$ cat src/design/camresp_pkg.sv
// Shared constants, result descriptor type and CRC-8 helper for the camera command responder.
package camresp_pkg;

	localparam logic [7:0] HDR_BYTE  = 8'hCC;
	localparam logic [7:0] CRC_POLY  = 8'hD5;

	localparam logic [7:0] INFO1_RST = 8'hD7;
	localparam logic [7:0] INFO2_RST = 8'h0A;

	// configuration register indexes
	localparam logic CFG_INFO1 = 1'b0;
	localparam logic CFG_INFO2 = 1'b1;

	// commands
	localparam logic [7:0] CMD_INFO = 8'h00;
	localparam logic [7:0] CMD_CTRL = 8'h01;

	// control arguments
	localparam logic [7:0] ARG_WIFI    = 8'h00;
	localparam logic [7:0] ARG_POWER   = 8'h01;
	localparam logic [7:0] ARG_MODE    = 8'h02;
	localparam logic [7:0] ARG_REC_ON  = 8'h03;
	localparam logic [7:0] ARG_REC_OFF = 8'h04;

	// event codes
	localparam logic [3:0] EV_INFO    = 4'd0;
	localparam logic [3:0] EV_CRC_ERR = 4'd1;
	localparam logic [3:0] EV_UNKNOWN = 4'd2;
	localparam logic [3:0] EV_WIFI    = 4'd3;
	localparam logic [3:0] EV_POWER   = 4'd4;
	localparam logic [3:0] EV_MODE    = 4'd5;
	localparam logic [3:0] EV_REC_ON  = 4'd6;
	localparam logic [3:0] EV_REC_OFF = 4'd7;
	localparam logic [3:0] EV_IGNORED = 4'd8;

	// reply beats of an info answer
	localparam logic [1:0] BEAT_HDR   = 2'd0;
	localparam logic [1:0] BEAT_INFO1 = 2'd1;
	localparam logic [1:0] BEAT_INFO2 = 2'd2;
	localparam logic [1:0] BEAT_CRC   = 2'd3;

	// what a completed packet leaves for the transmit side
	typedef struct packed {
		logic       has;
		logic       info;
		logic [3:0] ev;
		logic       pwr;
		logic       hq;
		logic [7:0] crc;
		logic [7:0] info1;
		logic [7:0] info2;
	} rsp_t;

	// CRC-8, MSB first, no reflection, no final xor
	function automatic logic [7:0] crc8(input logic [7:0] crc, input logic [7:0] b);
		logic [7:0] v;
		v = crc ^ b;
		for (int i = 0; i < 8; i++) begin
			if (v[7]) begin
				v = {v[6:0], 1'b0} ^ CRC_POLY;
			end else begin
				v = {v[6:0], 1'b0};
			end
		end
		return v;
	endfunction

endpackage

$ cat src/design/camresp_parser.sv
// Packet gatherer, CRC check and camera state for the command responder.
module camresp_parser (
	input  logic                 clk,
	input  logic                 arst_n,
	input  logic                 accept,
	input  logic [7:0]           rx_byte,
	input  logic [7:0]           info1,
	input  logic [7:0]           info2,
	output camresp_pkg::rsp_t    rsp
);

	logic       in_packet_q, in_packet_n;
	logic [1:0] count_q, count_n;
	logic [7:0] cmd_q, cmd_n;
	logic [7:0] arg_q, arg_n;
	logic [7:0] crc_q, crc_n;
	logic       pwr_q, pwr_n;
	logic       hq_q, hq_n;
	logic [7:0] crc_upd;

	assign crc_upd = camresp_pkg::crc8(in_packet_q ? crc_q : 8'h00, rx_byte);

	always_comb begin
		in_packet_n = in_packet_q;
		count_n     = count_q;
		cmd_n       = cmd_q;
		arg_n       = arg_q;
		crc_n       = crc_q;
		pwr_n       = pwr_q;
		hq_n        = hq_q;
		rsp.has     = 1'b0;
		rsp.info    = 1'b0;
		rsp.ev      = camresp_pkg::EV_UNKNOWN;
		rsp.crc     = crc_q;
		rsp.info1   = info1;
		rsp.info2   = info2;

		if (!in_packet_q) begin
			if (rx_byte == camresp_pkg::HDR_BYTE) begin
				in_packet_n = 1'b1;
				count_n     = 2'd1;
				crc_n       = crc_upd;
			end
		end else begin
			case (count_q)
				2'd1: begin
					cmd_n   = rx_byte;
					crc_n   = crc_upd;
					count_n = 2'd2;
				end
				2'd2: begin
					if (cmd_q == camresp_pkg::CMD_INFO) begin
						in_packet_n = 1'b0;
						count_n     = 2'd0;
						rsp.has     = 1'b1;
						if (rx_byte != crc_q) begin
							rsp.ev = camresp_pkg::EV_CRC_ERR;
						end else begin
							rsp.info = 1'b1;
							rsp.ev   = camresp_pkg::EV_INFO;
						end
					end else begin
						arg_n   = rx_byte;
						crc_n   = crc_upd;
						count_n = 2'd3;
					end
				end
				default: begin
					// closing CRC byte of a four-byte packet
					in_packet_n = 1'b0;
					count_n     = 2'd0;
					rsp.has     = 1'b1;
					if (rx_byte != crc_q) begin
						rsp.ev = camresp_pkg::EV_CRC_ERR;
					end else if (cmd_q != camresp_pkg::CMD_CTRL) begin
						rsp.ev = camresp_pkg::EV_UNKNOWN;
					end else if (arg_q == camresp_pkg::ARG_POWER) begin
						pwr_n  = 1'b1;
						rsp.ev = camresp_pkg::EV_POWER;
					end else if (!pwr_q) begin
						rsp.ev = camresp_pkg::EV_IGNORED;
					end else begin
						case (arg_q)
							camresp_pkg::ARG_WIFI:    rsp.ev = camresp_pkg::EV_WIFI;
							camresp_pkg::ARG_MODE: begin
								hq_n   = !hq_q;
								rsp.ev = camresp_pkg::EV_MODE;
							end
							camresp_pkg::ARG_REC_ON:  rsp.ev = camresp_pkg::EV_REC_ON;
							camresp_pkg::ARG_REC_OFF: rsp.ev = camresp_pkg::EV_REC_OFF;
							default:                  rsp.ev = camresp_pkg::EV_IGNORED;
						endcase
					end
				end
			endcase
		end
		rsp.pwr = pwr_n;
		rsp.hq  = hq_n;
	end

	always_ff @(posedge clk or negedge arst_n) begin
		if (!arst_n) begin
			in_packet_q <= 1'b0;
			count_q     <= 2'd0;
			crc_q       <= 8'h00;
			pwr_q       <= 1'b0;
			hq_q        <= 1'b0;
		end else if (accept) begin
			in_packet_q <= in_packet_n;
			count_q     <= count_n;
			crc_q       <= crc_n;
			pwr_q       <= pwr_n;
			hq_q        <= hq_n;
		end
	end

	always_ff @(posedge clk) begin
		if (accept) begin
			cmd_q <= cmd_n;
			arg_q <= arg_n;
		end
	end

endmodule

$ cat src/design/camera_uart_command_responder.sv
// Top level of the camera command responder: config registers, reply register and serialiser.
//
// channel  direction  handshake            payload
// in       to block   in_valid/in_stall    rx_byte
// out      from block out_valid/out_stall  tx_valid tx_byte event_res powered high_quality last
// cfg      to block   cfg_valid/cfg_ready  cfg_index cfg_data
//
// A received byte is decoded in the cycle it is accepted; a completed packet loads the
// reply register, which sends one result per cycle while out_stall is low: four for an
// info answer, else one. The input stalls only while the reply register holds results
// that are not leaving on this edge, so with no reply held it takes one byte per cycle.
// Reset clears the packet gatherer, camera state and reply register; info bytes
// return to 0xD7 and 0x0A. cfg_ready is always high.
module camera_uart_command_responder (
	input  logic       clk,
	input  logic       arst_n,
	input  logic       in_valid,
	output logic       in_stall,
	input  logic [7:0] rx_byte,
	output logic       out_valid,
	input  logic       out_stall,
	output logic       tx_valid,
	output logic [7:0] tx_byte,
	output logic [3:0] event_res,
	output logic       powered,
	output logic       high_quality,
	output logic       last,
	input  logic       cfg_valid,
	output logic       cfg_ready,
	input  logic       cfg_index,
	input  logic [7:0] cfg_data
);

	logic [7:0]         info1_q, info2_q;
	logic               accept;
	camresp_pkg::rsp_t  rsp;
	camresp_pkg::rsp_t  rsp_q;
	logic               rsp_valid_q;
	logic [1:0]         beat_q;
	logic               last_beat;
	logic               xfer;
	logic               pop;

	assign cfg_ready = 1'b1;

	always_ff @(posedge clk or negedge arst_n) begin
		if (!arst_n) begin
			info1_q <= camresp_pkg::INFO1_RST;
			info2_q <= camresp_pkg::INFO2_RST;
		end else if (cfg_valid) begin
			case (cfg_index)
				camresp_pkg::CFG_INFO1: info1_q <= cfg_data;
				camresp_pkg::CFG_INFO2: info2_q <= cfg_data;
				default: ;
			endcase
		end
	end

	assign last_beat = !rsp_q.info || (beat_q == camresp_pkg::BEAT_CRC);
	assign xfer      = rsp_valid_q && !out_stall;
	assign pop       = xfer && last_beat;
	assign in_stall  = rsp_valid_q && !pop;
	assign accept    = in_valid && !in_stall;

	camresp_parser u_parser (
		.clk     (clk),
		.arst_n  (arst_n),
		.accept  (accept),
		.rx_byte (rx_byte),
		.info1   (info1_q),
		.info2   (info2_q),
		.rsp     (rsp)
	);

	always_ff @(posedge clk or negedge arst_n) begin
		if (!arst_n) begin
			rsp_valid_q <= 1'b0;
			beat_q      <= camresp_pkg::BEAT_HDR;
		end else if (accept && rsp.has) begin
			rsp_valid_q <= 1'b1;
			beat_q      <= camresp_pkg::BEAT_HDR;
		end else if (pop) begin
			rsp_valid_q <= 1'b0;
		end else if (xfer) begin
			beat_q <= beat_q + 2'd1;
		end
	end

	always_ff @(posedge clk) begin
		if (accept && rsp.has) begin
			rsp_q <= rsp;
		end
	end

	assign out_valid    = rsp_valid_q;
	assign tx_valid     = rsp_q.info;
	assign event_res    = rsp_q.ev;
	assign powered      = rsp_q.pwr;
	assign high_quality = rsp_q.hq;
	assign last         = last_beat;

	always_comb begin
		if (!rsp_q.info) begin
			tx_byte = 8'h00;
		end else begin
			case (beat_q)
				camresp_pkg::BEAT_HDR:   tx_byte = camresp_pkg::HDR_BYTE;
				camresp_pkg::BEAT_INFO1: tx_byte = rsp_q.info1;
				camresp_pkg::BEAT_INFO2: tx_byte = rsp_q.info2;
				default:                 tx_byte = rsp_q.crc;
			endcase
		end
	end

endmodule

$ cat config.mk
export PLATFORM = sky130hd
export DESIGN_NAME = camera_uart_command_responder
export DESIGN_NICKNAME = d
export VERILOG_FILES = /design/src/design/camresp_pkg.sv /design/src/design/camresp_parser.sv /design/src/design/camera_uart_command_responder.sv
export SDC_FILE = /design/constraint.sdc
export NUM_CORES = 1
export LEC_CHECK = 0
export ABC_AREA = 0
export BUFFER_PORTS_ARGS = -buffer_cell sky130_fd_sc_hd__buf_2
export CAP_MARGIN = 15
export CORE_MARGIN = 5
export CORE_UTILIZATION = 35
export DETAILED_ROUTE_END_ITERATION = 7
export SYNTH_ARGS = -nofsm -noshare
export SYNTH_HDL_FRONTEND = slang
export SYNTH_SLANG_ARGS = --single-unit
export TNS_END_PERCENT = 1
$ cat constraint.sdc
create_clock -name clk -period 4.2 [get_ports clk]
set_input_delay 0.63 -clock clk [delete_from_list [all_inputs] [get_ports clk]]
set_output_delay 0.63 -clock clk [all_outputs]
set_load 0.02 [all_outputs]
==> impl_metrics.xml <==
<?xml version="1.0" encoding="UTF-8"?>
<metrics>
  <group name="power">
    <metric name="leakagePower" unit="uW">0.00166</metric>
    <metric name="power.sequential.fraction" unit="%">48.5</metric>
    <metric name="share_clk_of_total_power" unit="%">23.6</metric>
    <metric name="power.share.combinational" unit="%">27.9</metric>
    <metric name="power.internal" unit="uW">1460</metric>
    <metric name="pwr_density_cell" unit="mW/mm^2">518</metric>
    <metric name="peakVddDrop" unit="mV">0.151</metric>
    <metric name="power.switching_fraction" unit="%">32.6</metric>
    <metric name="p_sw" unit="uW">709</metric>
  </group>
  <group name="yosys">
    <metric name="ys_ff_latch" unit="">79</metric>
    <metric name="syn-instance-count" unit="">288</metric>
    <metric name="synth-edff-count" unit="">47</metric>
    <metric name="synth_sequential_area_ratio" unit="%">59.6</metric>
    <metric name="dominantRegCellSynth" unit="">edfxtp_1</metric>
    <metric name="syn-num-nets" unit="">316</metric>
    <metric name="synth.lib_cells_used.distinct" unit="">45</metric>
    <metric name="yosys_warnings" unit="">0</metric>
    <metric name="postSynth.asyncResetShare" unit="%">40.5</metric>
    <metric name="netlist_area" unit="sq mm">0.00373</metric>
    <metric name="synth_area_per_cell" unit="sq um">13.0</metric>
  </group>
  <group name="clock_network">
    <metric name="cts_resized" unit="">0</metric>
    <metric name="cts-htree-levels" unit="">3</metric>
    <metric name="worst_setup_hold_path_clk_slew" unit="ps">80</metric>
    <metric name="worstSkewPairLatency" unit="ps">350</metric>
    <metric name="post-cts-setup-buffer-count" unit="">0</metric>
    <metric name="post_cts_hold_buffer_count" unit="">0</metric>
    <metric name="numClockSinks" unit="">79</metric>
    <metric name="clock_tree_from_tritoncts" unit="">yes</metric>
    <metric name="cts_buffer_depth" unit="">2</metric>
    <metric name="clock_tree.root_cell" unit="">clkbuf_8</metric>
    <metric name="cts_inserted_buffers" unit="">9</metric>
  </group>
  <group name="setup_path">
    <metric name="worst_path_largest_cell_delay" unit="ps">430</metric>
    <metric name="timing.reg2reg.setup_slack" unit="ps">1550</metric>
    <metric name="rr_endpoint" unit="">rsp_q[6]$_DFFE_PP_</metric>
    <metric name="timing.setup.critical_path_class" unit="">flop to flop</metric>
    <metric name="timing.reg2reg.worst_path_depth" unit="">6</metric>
    <metric name="critPathCaptureType" unit="">flop</metric>
    <metric name="worstSetupStartpointType" unit="">flop</metric>
    <metric name="critPathRequiredTime" unit="ps">4230</metric>
    <metric name="regToRegStartpoint" unit="">beat_q[0]$_DFFE_PN0P_</metric>
    <metric name="worst_ep_arrival_time" unit="ps">2680</metric>
    <metric name="timing.critical_path.cells" unit="">ha_1 -&gt; nor2b_1 -&gt; o22ai_1 -&gt; nand2_1 -&gt; nor2_2 -&gt; buf_4</metric>
    <metric name="timing.critical_path.buf_inv" unit="">1</metric>
    <metric name="cp_max_fo" unit="">27</metric>
    <metric name="startpoint" unit="">beat_q[0]$_DFFE_PN0P_</metric>
    <metric name="crit_slowest_cell" unit="">o22ai_1</metric>
    <metric name="crit_family" unit="">simple AND/OR/NAND/NOR gates</metric>
  </group>
  <group name="grt">
    <metric name="grt_first_pass_wirelength" unit="microns">11400</metric>
    <metric name="globalRouteTotalUtil" unit="%">11.3</metric>
    <metric name="number_of_antenna_violations_at_the_first_check_in_global_routing" unit="">0</metric>
    <metric name="final_global_route_overflow_total" unit="">0</metric>
    <metric name="first_global_vias" unit="">2325</metric>
    <metric name="grt_max_degree" unit="">33</metric>
  </group>
  <group name="routing">
    <metric name="top_layer" unit="">met4</metric>
    <metric name="antenna_violating_nets_post_route" unit="">0</metric>
    <metric name="drt-initial-drc-count" unit="">130</metric>
    <metric name="drt_pre_antenna_iters" unit="">4</metric>
    <metric name="detailed_route_wire_length_per_cell" unit="microns">14.4</metric>
    <metric name="wl_met2" unit="microns">3490</metric>
    <metric name="route.vias.total" unit="">2232</metric>
    <metric name="route.detailed.drc" unit="">0</metric>
    <metric name="viasPerCell" unit="">4.80</metric>
    <metric name="wl_met3" unit="microns">221</metric>
    <metric name="wl_met1" unit="microns">2860</metric>
    <metric name="route.final.wire_length" unit="microns">6680</metric>
  </group>
  <group name="place">
    <metric name="postPlaceCellArea" unit="sq mm">0.00402</metric>
    <metric name="count_of_port_buffers_added_during_placement" unit="">39</metric>
    <metric name="post-dp-hpwl" unit="microns">5110</metric>
    <metric name="place_congestion" unit="">0.750</metric>
  </group>
  <group name="timing">
    <metric name="setup_viol" unit="">0</metric>
    <metric name="max_freq" unit="MHz">377</metric>
    <metric name="finClkSkew" unit="ps">10.1</metric>
    <metric name="setup_repair_after_global_routing_missed_its_margin" unit="">no</metric>
    <metric name="fin_tns_setup" unit="ps">0</metric>
    <metric name="fin_crit" unit="ps">2650</metric>
    <metric name="post-route-period-util" unit="%">63.2</metric>
    <metric name="maxSlewHeadroom" unit="%">51.7</metric>
    <metric name="worst-slew-pin-transition" unit="ps">725</metric>
    <metric name="hold_violations" unit="">0</metric>
    <metric name="slew_violations" unit="">0</metric>
  </group>
  <group name="flow_run">
    <metric name="timing.max_cap.violations" unit="">0</metric>
  </group>
  <group name="floorplanning">
    <metric name="floorplan.rows" unit="">37</metric>
    <metric name="core-area" unit="sq mm">0.0104</metric>
    <metric name="floorplan.io_pins" unit="">41</metric>
    <metric name="die-width" unit="microns">113</metric>
    <metric name="die_height" unit="microns">113</metric>
    <metric name="effective_utilization_at_floorplan" unit="%">36.0</metric>
    <metric name="fp.dieArea" unit="sq mm">0.0128</metric>
  </group>
  <group name="layout">
    <metric name="fin_area" unit="sq mm">0.00420</metric>
    <metric name="area_delta_synth_final" unit="%">12.5</metric>
    <metric name="final_nets" unit="">352</metric>
    <metric name="drive_above_1_share" unit="%">27.1</metric>
    <metric name="antenna-diode-count" unit="">0</metric>
  </group>
  <group name="hold_path">
    <metric name="hp_class" unit="">primary input to async pin</metric>
  </group>
  <group name="outcome">
    <metric name="result_of_the_run" unit="">completed</metric>
  </group>
</metrics>
[state kept, by name (all words and copies together) (netlist names)]
register and flops:
u_parser.in_packet_q 1, u_parser.pwr_q 1, info1_q 8, rsp_q 24, beat_q 2, out_valid 1, tx_valid 1, u_parser.cmd_q 8
powered 1, info2_q 8, u_parser.arg_q 8, u_parser.hq_q 1, high_quality 1, u_parser.crc_q 8, event_res 4, u_parser.count_q 2
[Yosys cell counts (all sizes together) (2+ instances only)]
cell type | number | share of area (%)
a211oi | 2 | 0.40
a21oi | 10 | 1.3
a221o | 4 | 1.1
a221oi | 3 | 0.70
a31oi | 3 | 0.50
buf | 9 | 1.8
clkbuf | 6 | 0.60
dfrtp | 24 | 16
dfstp | 8 | 5.6
edfxtp | 47 | 38
ha | 6 | 2.0
inv | 10 | 1.0
mux2 | 18 | 5.4
nand2 | 27 | 2.8
nand2b | 4 | 0.67
nand3 | 2 | 0.27
nor2 | 19 | 1.9
nor2b | 4 | 0.74
nor3b | 2 | 0.40
nor4 | 4 | 0.67
o211a | 7 | 1.9
o21ai | 7 | 0.94
o22ai | 2 | 0.34
or4 | 4 | 0.80
xnor2 | 22 | 6.3
xor2 | 19 | 4.5
[layout make-up]
class,count,area (sq um)
clock inverter,5,40.0
sequential,79,2220
clock buffer,11,141
fill,996,6170
multi-input combinational,184,1380
tap,136,170
timing repair buffer,40,203
inverter,10,37.5
[through the flow]
stage	instances	utilization (%)	total power, uW	worst slack [ps]	hold WS (ps)
2_1_floorplan	288	-	1530	1030	334
4_1_cts	465	40.5	2210	1510	326
5_1_grt	465	40.5	2330	1240	372
6_report	465	40.5	2170	1550	325
3_3_place_gp	449	38.7	1670	1600	434
3_5_place_dp	449	38.7	1690	1520	432
[power by group through the flow]
stage          clock network (uW)  registers, uW  logic [uW]
5_1_grt                       573           1070         680
6_report                      513           1060         606
4_1_cts                       536           1060         613
3_3_place_gp                    0           1070         599
2_1_floorplan                   0           1030         501
3_5_place_dp                    0           1080         611
[worst max path at each step]
stage,slack (ps),depth (start not counted),to
after global routing,1240,6,rsp_q[19]$_DFFE_PP_
after CTS,1510,6,rsp_q[19]$_DFFE_PP_
after global placement,1600,6,u_parser.crc_q[0]$_DFFE_PN0P_
final,1550,6,rsp_q[6]$_DFFE_PP_
after detailed placement,1520,6,rsp_q[12]$_DFFE_PP_
after floorplan,1030,5,event_res[0]$_SDFFCE_PN0P_
[placed cells by master (no fill, tap or decap), drive strengths merged, types with 3 or more instances in the layout]
cell type  synthesis  final
a21oi             10     10
ha                 6      6
edfxtp            47     47
nor2b              4      4
a221oi             3      3
nor2              19     19
xnor2             22     22
o211a              7      7
inv               10     13
o21ai              7      7
dfstp              8      8
nand2b             4      4
xor2              19     19
clkbuf             6     11
nor4               4      4
or4                4      4
mux2              18     18
a221o              4      4
dfrtp             24     24
buf                9     40
nand2             27     27
a31oi              3      3
[per-layer routing]
metal  GRT usage [%]  vias up
met2            19.1       34
li1                -     1108
met5               0        -
met4            5.29        0
met1            13.5     1081
met3            2.94        9
[cells by family after synthesis]
group / count (synthesis) / share of synthesized area [%]
xor gates and xnor gates: 42 / 11.3
adders and majority gates: 6 / 2.01
muxes: 18 / 5.43
DFF: 79 / 59.6
AOI/OAI and AO/OA: 45 / 8.75
and+or+nand+nor: 72 / 9.39
other: 1 / 0.101
buffers and inverters: 25 / 3.42
No activity file was read; power rests on OpenSTA's default activity.
